File: config.mk
export PLATFORM = sky130hd
export DESIGN_NAME = lzss_apb
export DESIGN_NICKNAME = d
export VERILOG_FILES = /design/src/sv/lzss_pkg.sv /design/src/sv/lzss_apb.sv
export SDC_FILE = /design/constraint.sdc
export NUM_CORES = 1
export LEC_CHECK = 0
export ABC_AREA = 1
export BUFFER_PORTS_ARGS = -buffer_cell sky130_fd_sc_hd__buf_2
export CAP_MARGIN = 30
export CORE_AREA = 2 2 69 88
export CTS_CLUSTER_DIAMETER = 100
export DETAILED_ROUTE_END_ITERATION = 12
export DIE_AREA = 0 0 71 90
export PLACE_DENSITY = 0.74
export SLEW_MARGIN = 20
export SYNTH_ARGS = -nofsm -noshare
export SYNTH_HDL_FRONTEND = slang
export SYNTH_SLANG_ARGS = --single-unit
File: constraint.sdc
create_clock -name i_clk -period 1.05 [get_ports i_clk]
set_clock_uncertainty 0.2 [all_clocks]
set_input_delay 0.21 -clock i_clk [delete_from_list [all_inputs] [get_ports i_clk]]
set_output_delay 0.21 -clock i_clk [all_outputs]
set_load 0.1 [all_outputs]
File: src/sv/lzss_pkg.sv
// ----------------------------------------------------------------------------
// lzss_pkg
// Shared types and constants of the LZSS ring decompressor.
// ----------------------------------------------------------------------------
package lzss_pkg;

    // Default history ring depth in bytes. The depth must be a power of two.
    localparam int RING_SIZE_DEF = 4096;

    // Ring write position after reset (0xFEE).
    localparam logic [11:0] START_POS_RST = 12'hFEE;

    // Configuration port address width: two 32-bit registers at byte 0 and 4.
    localparam int CFG_AW = 3;

    // Register indexes, taken from paddr[2].
    localparam logic REG_OUTPUT_LENGTH  = 1'b0;
    localparam logic REG_START_POSITION = 1'b1;

    // Configuration register contents handed from the register block.
    typedef struct packed {
        logic [30:0] output_length;
        logic [11:0] start_position;
    } t_cfg;

endpackage

File: src/sv/lzss_apb.sv
// ----------------------------------------------------------------------------
// lzss_apb
// APB-style configuration registers: output length and start position.
// ----------------------------------------------------------------------------
module lzss_apb
    import lzss_pkg::*;
(
    input  logic              i_clk,
    input  logic              i_rst_n,
    input  logic              psel,
    input  logic              penable,
    input  logic              pwrite,
    input  logic [CFG_AW-1:0] paddr,
    input  logic [31:0]       pwdata,
    output logic [31:0]       prdata,
    output logic              pready,
    output t_cfg              o_cfg
);

    t_cfg r_cfg;
    logic w_wr;

    assign pready = 1'b1;
    assign w_wr   = psel && penable && pwrite;
    assign o_cfg  = r_cfg;

    always_ff @(posedge i_clk) begin
        if (!i_rst_n) begin
            r_cfg.output_length  <= '0;
            r_cfg.start_position <= START_POS_RST;
        end else if (w_wr) begin
            unique case (paddr[2])
                REG_OUTPUT_LENGTH:  r_cfg.output_length  <= pwdata[30:0];
                REG_START_POSITION: r_cfg.start_position <= pwdata[11:0];
                default: ;
            endcase
        end
    end

    always_comb begin
        unique case (paddr[2])
            REG_OUTPUT_LENGTH:  prdata = {1'b0, r_cfg.output_length};
            REG_START_POSITION: prdata = {20'd0, r_cfg.start_position};
            default:            prdata = '0;
        endcase
    end

endmodule

==> summary.md, run 1 <==
The run stopped with a tool error. The flow stopped in global routing. The tool reported: "[ERROR DPL-0038] Utilization greater than 100%, impossible to legalize". The number of clock sinks was 43. The most common cell in the synthesized netlist is sky130_fd_sc_hd__nand2_1.

For this configuration, the core starts out at a cell density of 38.4%. The share of synthesized area in the top cell type comes to 39.9%. By count the netlist is led by sky130_fd_sc_hd__nand2_1, sky130_fd_sc_hd__nor2_1, sky130_fd_sc_hd__inv_1.

The run gives 382 as the synthesized netlist net count. The number of I/O port buffers works out to 110. Of all flip-flops after synthesis, the portion carrying an async set or reset was 0%. The logs give 0 for the total of warnings raised by yosys and 39.9% for the sequential-to-total area share from yosys stat.

In this run, CTS created clock tree buffers numbering 5. The synthesized netlist occupies a cell area of 2160 um^2. In this run the number of H-tree levels came out at 2. CTS placed an instance of sky130_fd_sc_hd__clkbuf_8 at the clock tree root. Yosys attributes the largest share of cell area to sky130_fd_sc_hd__dfxtp_1, sky130_fd_sc_hd__nand2_1, sky130_fd_sc_hd__nor2_1. The cell area after placement was 4960 um^2; the number of I/O pins was 116. The floorplan has 31 rows. The clock tree buffer depth was 2.

The run gives 0.771 as the routability-driven placement congestion ratio. Yosys mapped the design onto 15 distinct sky130hd cell types. Type of pin the worst path ends at: an output port.

Counting flops and latches in the post-synthesis netlist gives 43. For the number of instances in the synthesized netlist, the log shows 342. The cell type with the largest total area after synthesis is sky130_fd_sc_hd__dfxtp_1. For this run, the leading register cell type out of synthesis is sky130_fd_sc_hd__dfxtp_1. Entering global routing, the biggest net connects 24 pins. A synthesized cell averages 6.31 um^2. The height of the die was 90 um. The tools report the endpoint pin with the least setup slack after global-route repair as prdata[22].

The die is 71 um wide. After legalization and detailed placement, the total HPWL measured 6.48 mm. The number of enable flip-flop cells after synthesis came out at 0.
==> through the flow <==
| stage | utilization (%) | cells | setup slack (ps) | hold WS [ps] |
|---|---|---|---|---|
| after floorplan | - | 342 | -459 | 135 |
| after global placement | 88.1 | 545 | -351 | 234 |
| after detailed placement | 88.1 | 545 | -443 | 249 |
| after CTS | 96.8 | 577 | -364 | 16.7 |
==> kinds of logic after synthesis <==
kind of cell | count (synthesis) | share of synthesized area, %
other | 2 | 0.348
buffers and inverters | 74 | 17.0
AND/OR/NAND/NOR | 223 | 42.7
flip-flops | 43 | 39.9
==> repair_timing <==
action                                  in CTS
endpoints found under the setup margin      98
pin swaps                                   31
hold buffers                                10
resized for setup                           44
setup buffers                               14
hold endpoints to repair                    10
==> inputs of run 2 (changes only) <==
CORE_AREA = 2 2 78 80   (was 2 2 69 88)
CTS_CLUSTER_DIAMETER = default   (was 100)
DIE_AREA = 0 0 80 82   (was 0 0 71 90)
PLACE_DENSITY = default   (was 0.74)
PLACE_DENSITY_LB_ADDON = 0.15   (was default)
clock period = 1.37 ns   (was 1.05 ns; I/O delays follow)
==> run 2 against run 1 <==
Net effect: the flow now finishes, with violations (setup timing); synthesized cell count unchanged; synthesized area unchanged.
==> summary.md, run 2 <==
The flow ran to the end, but the final reports show violations. The final reports fail on setup timing. The average routed wire per standard cell is 20.6 um, and the post-synthesis area per instance is 6.31 um^2. The library cell used most frequently in the layout, excluding fill and tap cells, is sky130_fd_sc_hd__buf_12.

The worst setup margin is -120 ps, and the standby leakage power is 2.51 nW. 116 I/O pins were placed. For this run, the register share of the synthesized area comes to 39.9%. The die covers 6560 um^2.

Entering global routing, the biggest net connects 44 pins. The count of hold-fix buffers inserted at cts is 0. Data arrives at the worst endpoint at 1020 ps. The number of inserted filler cells in the final layout is 164, and the row count is 28.

Clock period minus final worst setup slack: 1490 ps. After routing, the total negative slack on setup checks comes to -4090 ps. The worst setup path is captured at an output pin. The remaining routing DRC violations came out at 0. By startpoint and endpoint, the worst setup path is classified as flip-flop to output pin. The layout-stage area growth over the synthesis result is 150%. The run gives 342 as the number of instances in the synthesized netlist. The post-route netlist has 61.4% of its cells at a drive strength greater than 1. The worst-case setup slack after placement is -298 ps, and the count of non-filler cells in the finished layout is 590. The tools report the number of antenna violations at the first check in global routing as 2.

The net count of the finished layout is 554. The die is 82 um tall. The clock drives 43 sinks.

The initial core utilization was 37.5%; the depth of the CTS H-tree was 2. The via count of the first global-routing pass was 3027. At the later pin of the worst-skew pair, clock insertion delay measures 290 ps.

The worst hold path begins at pwdata[3]. The tools report the number of distinct library cells after synthesis as 15. The tools report the critical path startpoint category as a flip-flop.

Across all layers, the routed design uses 3119 vias. HPWL reported at the end of detailed placement: 5.53 mm. Area used by sequential logic in the layout: 1020 um^2.

Flip-flop cell with the highest count after synthesis: sky130_fd_sc_hd__dfxtp_1. Setup repair after global routing could not meet its margin everywhere. Using the TritonRoute via totals, the vias-per-cell ratio works out to 5.29. The worst hold path was traced through 3 stages. The cell type with the largest total area after synthesis was sky130_fd_sc_hd__dfxtp_1. The most frequent cell after synthesis is sky130_fd_sc_hd__nand2_1. The synthesized design contains 0 enable-type register cells. In the layout the commonest cells are sky130_fd_sc_hd__buf_12, sky130_fd_sc_hd__nor2_1, sky130_fd_sc_hd__nand2_1. The max-cap check violation count was 0; the total global routing track utilization was 29.8%.

The region available for standard cell placement spans 5750 um^2. The reg-to-reg endpoint was o_cfg[30]$_SDFFE_PN0P_. Overall routed net length: 12.1 mm. The run gives 15.0 mm as the wire length of the first global-routing pass.

Overall die width: 80 um. The tools report the antenna violation net count after detailed routing as 0. The cell count of the worst reg-to-reg path was 4; the power density relative to cell area was 698 nW/um^2. Counting instances in the post-synthesis netlist gives the leading cell types as sky130_fd_sc_hd__nand2_1, sky130_fd_sc_hd__nor2_1, sky130_fd_sc_hd__inv_1. For the worst-case register-to-register setup slack, the log shows 240 ps. The maximum fanout along the worst path is 2. The number of hold violations in the final report was 0; the placed cell count was 524. The number of max-slew violations in the final report is 0. The startpoint identified for the worst register-to-register timing path is o_cfg[30]$_SDFFE_PN0P_. The count of final setup violators is 73.

Yosys attributes the largest share of cell area to sky130_fd_sc_hd__dfxtp_1, sky130_fd_sc_hd__nand2_1, sky130_fd_sc_hd__nor2_1. The synthesized cell area was 2160 um^2. The path class of the lowest-slack min-delay path was input port to flip-flop. For the DRC marker count from the first detailed-route iteration, the log shows 250. During placement, the flow inserted port buffers numbering 110. The highest clock frequency the design can meet was 671 MHz; the peak ir drop on the vdd network was 0.525 mV. After layout, the worst path uses 109% of the clock period. The number of flip-flops and latches in the synthesized netlist is 43, and the fraction of synthesis flops using an asynchronous set or reset pin is 0%. Synthesized netlist net count: 382. For hold timing, the worst endpoint is o_cfg[3]$_SDFFE_PN1P_. For the number of buffers added by the clock tree synthesis step, the log shows 5. At the worst endpoint, the required time is 900 ps. The tools report the cell chosen for the clock root as sky130_fd_sc_hd__clkbuf_8. In the final layout, the multi-input gates occupy 1460 um^2. TritonCTS built the clock tree. After clock tree synthesis, the clock-pin slew on the worst setup and hold paths is 80 ps. Flip-flop count of the largest register, all copies and words added: 43. The clock tree buffer depth is 2, and the top-area cell type share of the netlist area is 39.9%. The congestion estimate from routability-driven global placement came to 0.763.

After global routing the overflow that remains totals 0. During synthesis, Yosys emitted a total of 0 warnings. The first detailed-routing pass ran for 6 iterations.
-- run 2: cell counts after synthesis --
Identical to the previous run, type by type.
-- run 2: how the worst max path moves through the flow --
stage,from,endpoint,slack (ps),cells past startpoint
CTS,o_cfg[31]$_SDFFE_PN0P_,prdata[19],-90,3
global placement,paddr[2],prdata[11],-260,5
floorplan,o_cfg[24]$_SDFFE_PN0P_,prdata[12],-200,2
detailed placement,paddr[2],prdata[11],-300,5
global route,o_cfg[36]$_SDFFE_PN0P_,prdata[24],-140,3
finish,o_cfg[40]$_SDFFE_PN0P_,prdata[28],-120,3
-- run 2: cells by family after synthesis --
| group | after synthesis | share of synthesized area [%] |
|---|---|---|
| buffers and inverters | 74 | 17.0 |
| flip-flops | 43 | 39.9 |
| other | 2 | 0.348 |
| AND/OR/NAND/NOR | 223 | 42.7 |
-- run 2: critical path, cell delays in order, from the launching register on --
cell	delay, ps
sky130_fd_sc_hd__dfxtp_4	360
sky130_fd_sc_hd__inv_2	50
sky130_fd_sc_hd__nor2_4	120
sky130_fd_sc_hd__buf_12	190
-- run 2: cell type report --
| class | count | share of cell area (%) |
|---|---|---|
| Timing Repair Buffer | 186 | 47.0 |
| Multi-Input combinational cell | 226 | 27.0 |
| Sequential cell | 43 | 18.9 |
| Inverter | 52 | 3.89 |
| Tap cell | 75 | 1.74 |
| Clock buffer | 6 | 1.34 |
| Antenna cell | 2 | 0.0927 |
-- run 2: through the flow --
stage / total power, mW / utilization (%) / hold WS, ps / instance area, um^2
after floorplan: 2.24 / - / 199 / 2660
after global placement: 2.73 / 77.4 / 279 / 4450
after detailed placement: 2.75 / 77.4 / 287 / 4450
after CTS: 3.62 / 90.2 / 8.31 / 5180
after global routing: 3.87 / 94.0 / 31.7 / 5400
final: 3.77 / 94.0 / 25.8 / 5400
-- run 2: report_power, final --
group          internal (mW)  total, mW  switching, mW
Clock                  0.341      0.772          0.430
Sequential              1.24       1.30         0.0595
Combinational          0.630       1.70           1.07
Total                   2.21       3.77           1.56
-- run 2: what timing repair did --
item / 4_1_cts / 5_1_grt
resized for setup: 88 / 23
pin swaps: 18 / 18
endpoints found under the setup margin: 31 / 102
gates cloned: 1 / 1
setup buffers: 43 / 13
-- run 2: layer usage --
| layer | vias to the layer above | global-route usage [%] | part of all wire [%] | routed length, um |
|---|---|---|---|---|
| met5 | - | 0 | 0 | 0 |
| met4 | 0 | 13.6 | 5.4 | 654 |
| met1 | 1490 | 32.2 | 34 | 4130 |
| li1 | 1359 | - | - | - |
| met3 | 60 | 7.25 | 7.1 | 859 |
| met2 | 210 | 54.8 | 53 | 6490 |
Power figures use the tool's default switching activity.
